$ cat src/rtl/edc_pkg.sv
// shared constants, types and helpers for the elastic disc collision datapath
`timescale 1ns / 1ps

package edc_pkg;

  localparam int FRAC_DEF  = 16;
  localparam int FRAC_MAX  = 24;
  localparam int NORM_BITS = 30;
  localparam int ROOT_W    = 32;
  localparam int OVL_W     = 9 + FRAC_MAX;
  localparam logic [32:0] VN_LIM = '1;

  // packed so that the input tdata maps onto it directly, first_pos_x lowest
  typedef struct packed {
    logic [7:0]         r2;
    logic signed [31:0] v2y;
    logic signed [31:0] v2x;
    logic signed [31:0] p2y;
    logic signed [31:0] p2x;
    logic [7:0]         r1;
    logic signed [31:0] v1y;
    logic signed [31:0] v1x;
    logic signed [31:0] p1y;
    logic signed [31:0] p1x;
  } pair_t;

  // travels beside the square root
  typedef struct packed {
    pair_t       pr;
    logic        sgnx;
    logic        sgny;
    logic        shf;
    logic        zero;
    logic [30:0] axs;
    logic [30:0] ays;
  } side_a_t;

  // travels beside the normal divider
  typedef struct packed {
    pair_t            pr;
    logic             sgnx;
    logic             sgny;
    logic             zero;
    logic [OVL_W-1:0] ovl;
  } side_b_t;

  // travels beside the speed divider
  typedef struct packed {
    logic signed [31:0] nx;
    logic signed [31:0] ny;
    logic signed [31:0] nyn;
    logic signed [33:0] v1t;
    logic signed [33:0] v2t;
    logic signed [31:0] q1x;
    logic signed [31:0] q1y;
    logic signed [31:0] q2x;
    logic signed [31:0] q2y;
    logic signed [31:0] v1x;
    logic signed [31:0] v1y;
    logic signed [31:0] v2x;
    logic signed [31:0] v2y;
    logic               zero;
    logic               sg1;
    logic               sg2;
  } side_c_t;

  typedef struct packed {
    logic         skipped;
    logic [255:0] data;
  } res_t;

  function automatic logic signed [31:0] sat32(input logic signed [39:0] x);
    logic signed [39:0] hi;
    logic signed [39:0] lo;
    hi = 40'sd2147483647;
    lo = -40'sd2147483648;
    if (x > hi) begin
      return 32'sh7fffffff;
    end else if (x < lo) begin
      return 32'sh80000000;
    end
    return x[31:0];
  endfunction

endpackage

$ cat src/rtl/edc_sqrt.sv
// pipelined integer square root, one result bit per stage
`timescale 1ns / 1ps

module edc_sqrt #(
  parameter int SW = 1
) (
  input  logic                        clk,
  input  logic                        rst,
  input  logic                        en,
  input  logic                        in_valid,
  input  logic [2*edc_pkg::ROOT_W-1:0] rad,
  input  logic [SW-1:0]               side_in,
  output logic                        out_valid,
  output logic [edc_pkg::ROOT_W-1:0]  root,
  output logic [SW-1:0]               side_out
);
  import edc_pkg::*;

  localparam int RW = ROOT_W;

  typedef struct packed {
    logic [RW+3:0]   rem;
    logic [RW-1:0]   rt;
    logic [2*RW-1:0] rd;
  } sq_st_t;

  function automatic sq_st_t sq_step(input sq_st_t s);
    sq_st_t        o;
    logic [RW+3:0] sh;
    logic [RW+3:0] tr;
    sh = {s.rem[RW+1:0], s.rd[2*RW-1 -: 2]};
    tr = {2'b00, s.rt, 2'b01};
    if (sh >= tr) begin
      o.rem = sh - tr;
      o.rt  = {s.rt[RW-2:0], 1'b1};
    end else begin
      o.rem = sh;
      o.rt  = {s.rt[RW-2:0], 1'b0};
    end
    o.rd = {s.rd[2*RW-3:0], 2'b00};
    return o;
  endfunction

  sq_st_t        st_q [RW];
  sq_st_t        st_d [RW];
  logic [SW-1:0] side_q [RW];
  logic [RW-1:0] vld;

  always_comb begin
    sq_st_t init;
    init.rem = '0;
    init.rt  = '0;
    init.rd  = rad;
    st_d[0] = sq_step(init);
    for (int k = 1; k < RW; k++) begin
      st_d[k] = sq_step(st_q[k-1]);
    end
  end

  always_ff @(posedge clk) begin
    if (rst) begin
      vld <= '0;
    end else if (en) begin
      vld <= {vld[RW-2:0], in_valid};
    end
    if (en) begin
      side_q[0] <= side_in;
      for (int k = 0; k < RW; k++) begin
        st_q[k] <= st_d[k];
      end
      for (int k = 1; k < RW; k++) begin
        side_q[k] <= side_q[k-1];
      end
    end
  end

  assign out_valid = vld[RW-1];
  assign root      = st_q[RW-1].rt;
  assign side_out  = side_q[RW-1];

endmodule

$ cat config.mk
export PLATFORM = sky130hd
export DESIGN_NAME = edc_sqrt
export DESIGN_NICKNAME = d
export VERILOG_FILES = /design/src/rtl/edc_pkg.sv /design/src/rtl/edc_sqrt.sv
export SDC_FILE = /design/constraint.sdc
export NUM_CORES = 2
export LEC_CHECK = 0
export BUFFER_PORTS_ARGS = -buffer_cell sky130_fd_sc_hd__buf_2
export CAP_MARGIN = 0
export CORE_MARGIN = 5
export CORE_UTILIZATION = 30
export CTS_CLUSTER_DIAMETER = 100
export CTS_CLUSTER_SIZE = 24
export DETAILED_ROUTE_END_ITERATION = 16
export PLACE_DENSITY = 0.53
export SYNTH_ARGS = -nofsm -noshare
export SYNTH_HDL_FRONTEND = slang
export SYNTH_MEMORY_MAX_BITS = 65536
export SYNTH_SLANG_ARGS = --single-unit
$ cat constraint.sdc
create_clock -name clk -period 3.3 [get_ports clk]
set_input_delay 0.33 -clock clk [delete_from_list [all_inputs] [get_ports clk]]
set_output_delay 0.33 -clock clk [all_outputs]
set_load 0.01 [all_outputs]
==> results.txt <==
Cell Area, Placed: 131000 sq um
Die Span X: 639 microns
fin. max-slew vios: 0
wl on met1: 111000 microns
Slew HR: 41.5%
largest net degree at the start of global routing: 98
DRT iter0 DRCs: 4456
post-synth cell types: 83
number of global-route vias before repair: 72800
CP Max Fanout: 12
Min-Delay Path Class: in -> reg
area growth from synthesis to layout: 17.4%
#FFs+latches synth: 2587
worst skew pair latency: 890 ps
Die Y: 639 microns
Slowest-stage cell, CP: or4_4
Core ar.: 395000 sq um
std cell rows: 231
most frequent cells in the layout: edfxtp_1 (2555), buf_4 (765), inv_1 (670), nand2_1 (577), nor2_1 (542)
fin area: 139000 sq um
Final setup viols: 38
Crit Path Class: reg -> reg
Clock Path Buffers: 4
syn nets: 9666
yosys warns: 0
top layer in use: met4
Worst EP required: 3900 ps
Least-Margin Pin Slew: 870 ps
Seq/Total Area, Yosys: 65.2%
Top cell by count, worst path: or4_4
die area: 408000 sq um
drt total wl: 256000 microns
H-Tree Depth: 4
vias per cell: 4.66
RSZ-0062 raised after global routing: yes
largest family of logic cells by synthesized area: simple AND/OR/NAND/NOR gates
FF-to-FF setup slack: -290 ps
antenna violations before repair: 3
Total GRT Usage: 12.0%
Synth Area in Compound Gates: 9.18%
Post-synth EDFFs: 2555
Crit path arrival time: 4180 ps
leakage power: 52.9 nW
io pins: 103
share of post-route cells with drive strength above 1: 16.2%
Cells after Synth: 9035
Startpoint Class: register
CP bufs+invs: 1
Remaining Overflow, GRT: 0
Detailed Place HPWL: 184000 microns
DRC: 0
synthesized area: 119000 sq um
met2 WL post-DR: 126000 microns
post-synthesis xor/xnor area fraction: 6.33%
Min Hold Slack: 131 ps
Top FF cell, synth: edfxtp_1
Post-synth ARST share: 0%
Port Buf Inserts: 102
Worst VDD drop: 0.420 mV
first-pass GRT wire length: 400000 microns
PD cells: 616 nW/um^2
drt pass-1 iters: 6
Final Cycle Share: 109%
final hold violation count: 0
RD Place Congestion: 0.931
fmax: 0.279 GHz
mux share of post-synthesis cell area: 1.09%
final worst slack: -287 ps
Worst setup EP type: register
WL met3: 8200 microns
CP max stage delay: 560 ps
total number of vias: 71300
failing checks: negative setup slack
final core utilization: 35.3%
min cycle time layout: 3590 ps
clk slew on worst S/H paths: 90 ps
Largest delay share family, worst path: simple AND/OR/NAND/NOR gates
Avg Inst Size Synth: 13.1 sq um
CP cell instances: or4_4 -> or4_4 -> nor4_4 -> nor4b_4 -> nand2b_1 -> or4_4 -> or3_4 -> o2111ai_2 -> buf_12 -> nor4b_1 -> xor2_1
Post-Synth Simple-Gate Area: 9.38%
run status: finished, violations left
post-synthesis adder-cell area fraction: 5.92%
Routed WL per cell: 16.7 microns
Inserted Clock Buffers: 147
initial core utilization: 30.0%
commonest non-fill, non-tap cell in the layout: edfxtp_1
max_cap viols: 0
Layout Nets: 10600
clk sink count: 2587
number of routed nets with antenna violations: 0
Final Skew: 70.3 ps
root buffer cell: clkbuf_16
CTS tree: done
## power by group
part / switching (W) / leakage (nW) / internal, W
sequential: 0.00260 / 24.9 / 0.0414
combinational: 0.0118 / 25.9 / 0.0101
clock: 0.0112 / 2.21 / 0.00888
total: 0.0255 / 52.9 / 0.0603
## cell families after synthesis
kind of cell               after synthesis
DFF                                   2587
and+or+nand+nor                       2255
AOI/OAI and AO/OA                     1764
buffers and inverters                  889
xor gates and xnor gates               858
adders and majority gates              562
muxes                                  119
other                                    1
## sequential cells by signal (all words and copies together) (netlist names)
| name | count |
|---|---|
| side_q | 32 |
| st_q | 2523 |
| vld | 32 |
## per-stage QoR
step	power [W]	TNS, ps	std cells	setup WS, ps
finish	0.0859	-5450	15300	-287
global route	0.0909	-11970	15300	-411
CTS	0.0862	-5990	15200	-315
detailed placement	0.0650	-33360	14900	-629
global placement	0.0645	-27630	14900	-647
floorplan	0.0571	-4660	9035	-275
## synth_stat cells, types with 17 or more instances
cell type	count	area (sq um)
edfxtp_1	2555	76700
inv_1	679	2550
nand2_1	590	2210
a21oi_1	566	2830
ha_1	562	7030
nor2_1	557	2090
xnor2_1	454	3980
o21ai_0	444	2220
xor2_1	404	3540
a21o_1	256	1920
nor3_1	218	1090
clkbuf_1	152	571
nand3_1	126	631
nand2b_1	122	763
nor4_1	108	676
o21a_1	99	743
nand4_1	93	582
nor2b_1	91	569
or3_1	82	513
mux2_2	81	912
o31ai_1	58	435
a31oi_1	52	325
or4_1	51	383
or2_2	47	294
and3_1	43	269
o21bai_1	39	293
mux2i_1	38	380
a211oi_1	37	278
buf_4	33	248
dfxtp_1	32	641
nand3b_1	28	210
o211ai_1	26	195
and2_1	25	156
a211o_1	19	166
nand4b_1	17	149
## final timing paths
| check | startpoint | to | cells past startpoint |
|---|---|---|---|
| worst max register to register | st_q[0][1147]$_DFFE_PP_ | st_q[0][1291]$_DFFE_PP_ | 11 |
| worst min-delay path | rad[20] | st_q[0][20]$_DFFE_PP_ | 2 |
| worst min register to register | st_q[1][300]$_DFFE_PP_ | st_q[1][432]$_DFFE_PP_ | 0 |
| worst max-delay path | st_q[0][1147]$_DFFE_PP_ | st_q[0][1291]$_DFFE_PP_ | 11 |
## timing repair
| action | CTS | global route |
|---|---|---|
| gates resized for setup | 162 | 305 |
| pin swaps | 42 | 106 |
| setup endpoints to repair | 309 | 475 |
| hold endpoints to repair | 114 | 0 |
| gates cloned | 2 | 4 |
| hold buffers | 70 | 0 |
| buffers inserted | 27 | 61 |
## per-layer routing
| metal | track usage (%) | vias to the layer above |
|---|---|---|
| met2 | 21.2 | 1155 |
| li1 | - | 35100 |
| met4 | 4.65 | 0 |
| met1 | 14.9 | 34600 |
| met5 | 0 | - |
| met3 | 1.54 | 447 |
## worst register-to-register path: stages (launching register included)
cell	delay, ps
edfxtp_1	400
or4_4	560
or4_4	450
nor4_4	190
nor4b_4	270
nand2b_1	100
or4_4	420
or3_4	390
o2111ai_2	130
buf_12	170
nor4b_1	70
xor2_1	150
## layout make-up
cell class	instances	area, sq um
Antenna cell	6	15.0
Clock buffer	160	3790
Clock inverter	60	751
Fill cell	37800	256000
Inverter	682	2560
Multi-Input combinational cell	5559	40100
Sequential cell	2587	77400
Tap cell	5242	6560
Timing Repair Buffer	1013	8300
Power figures use the tool's default switching activity.
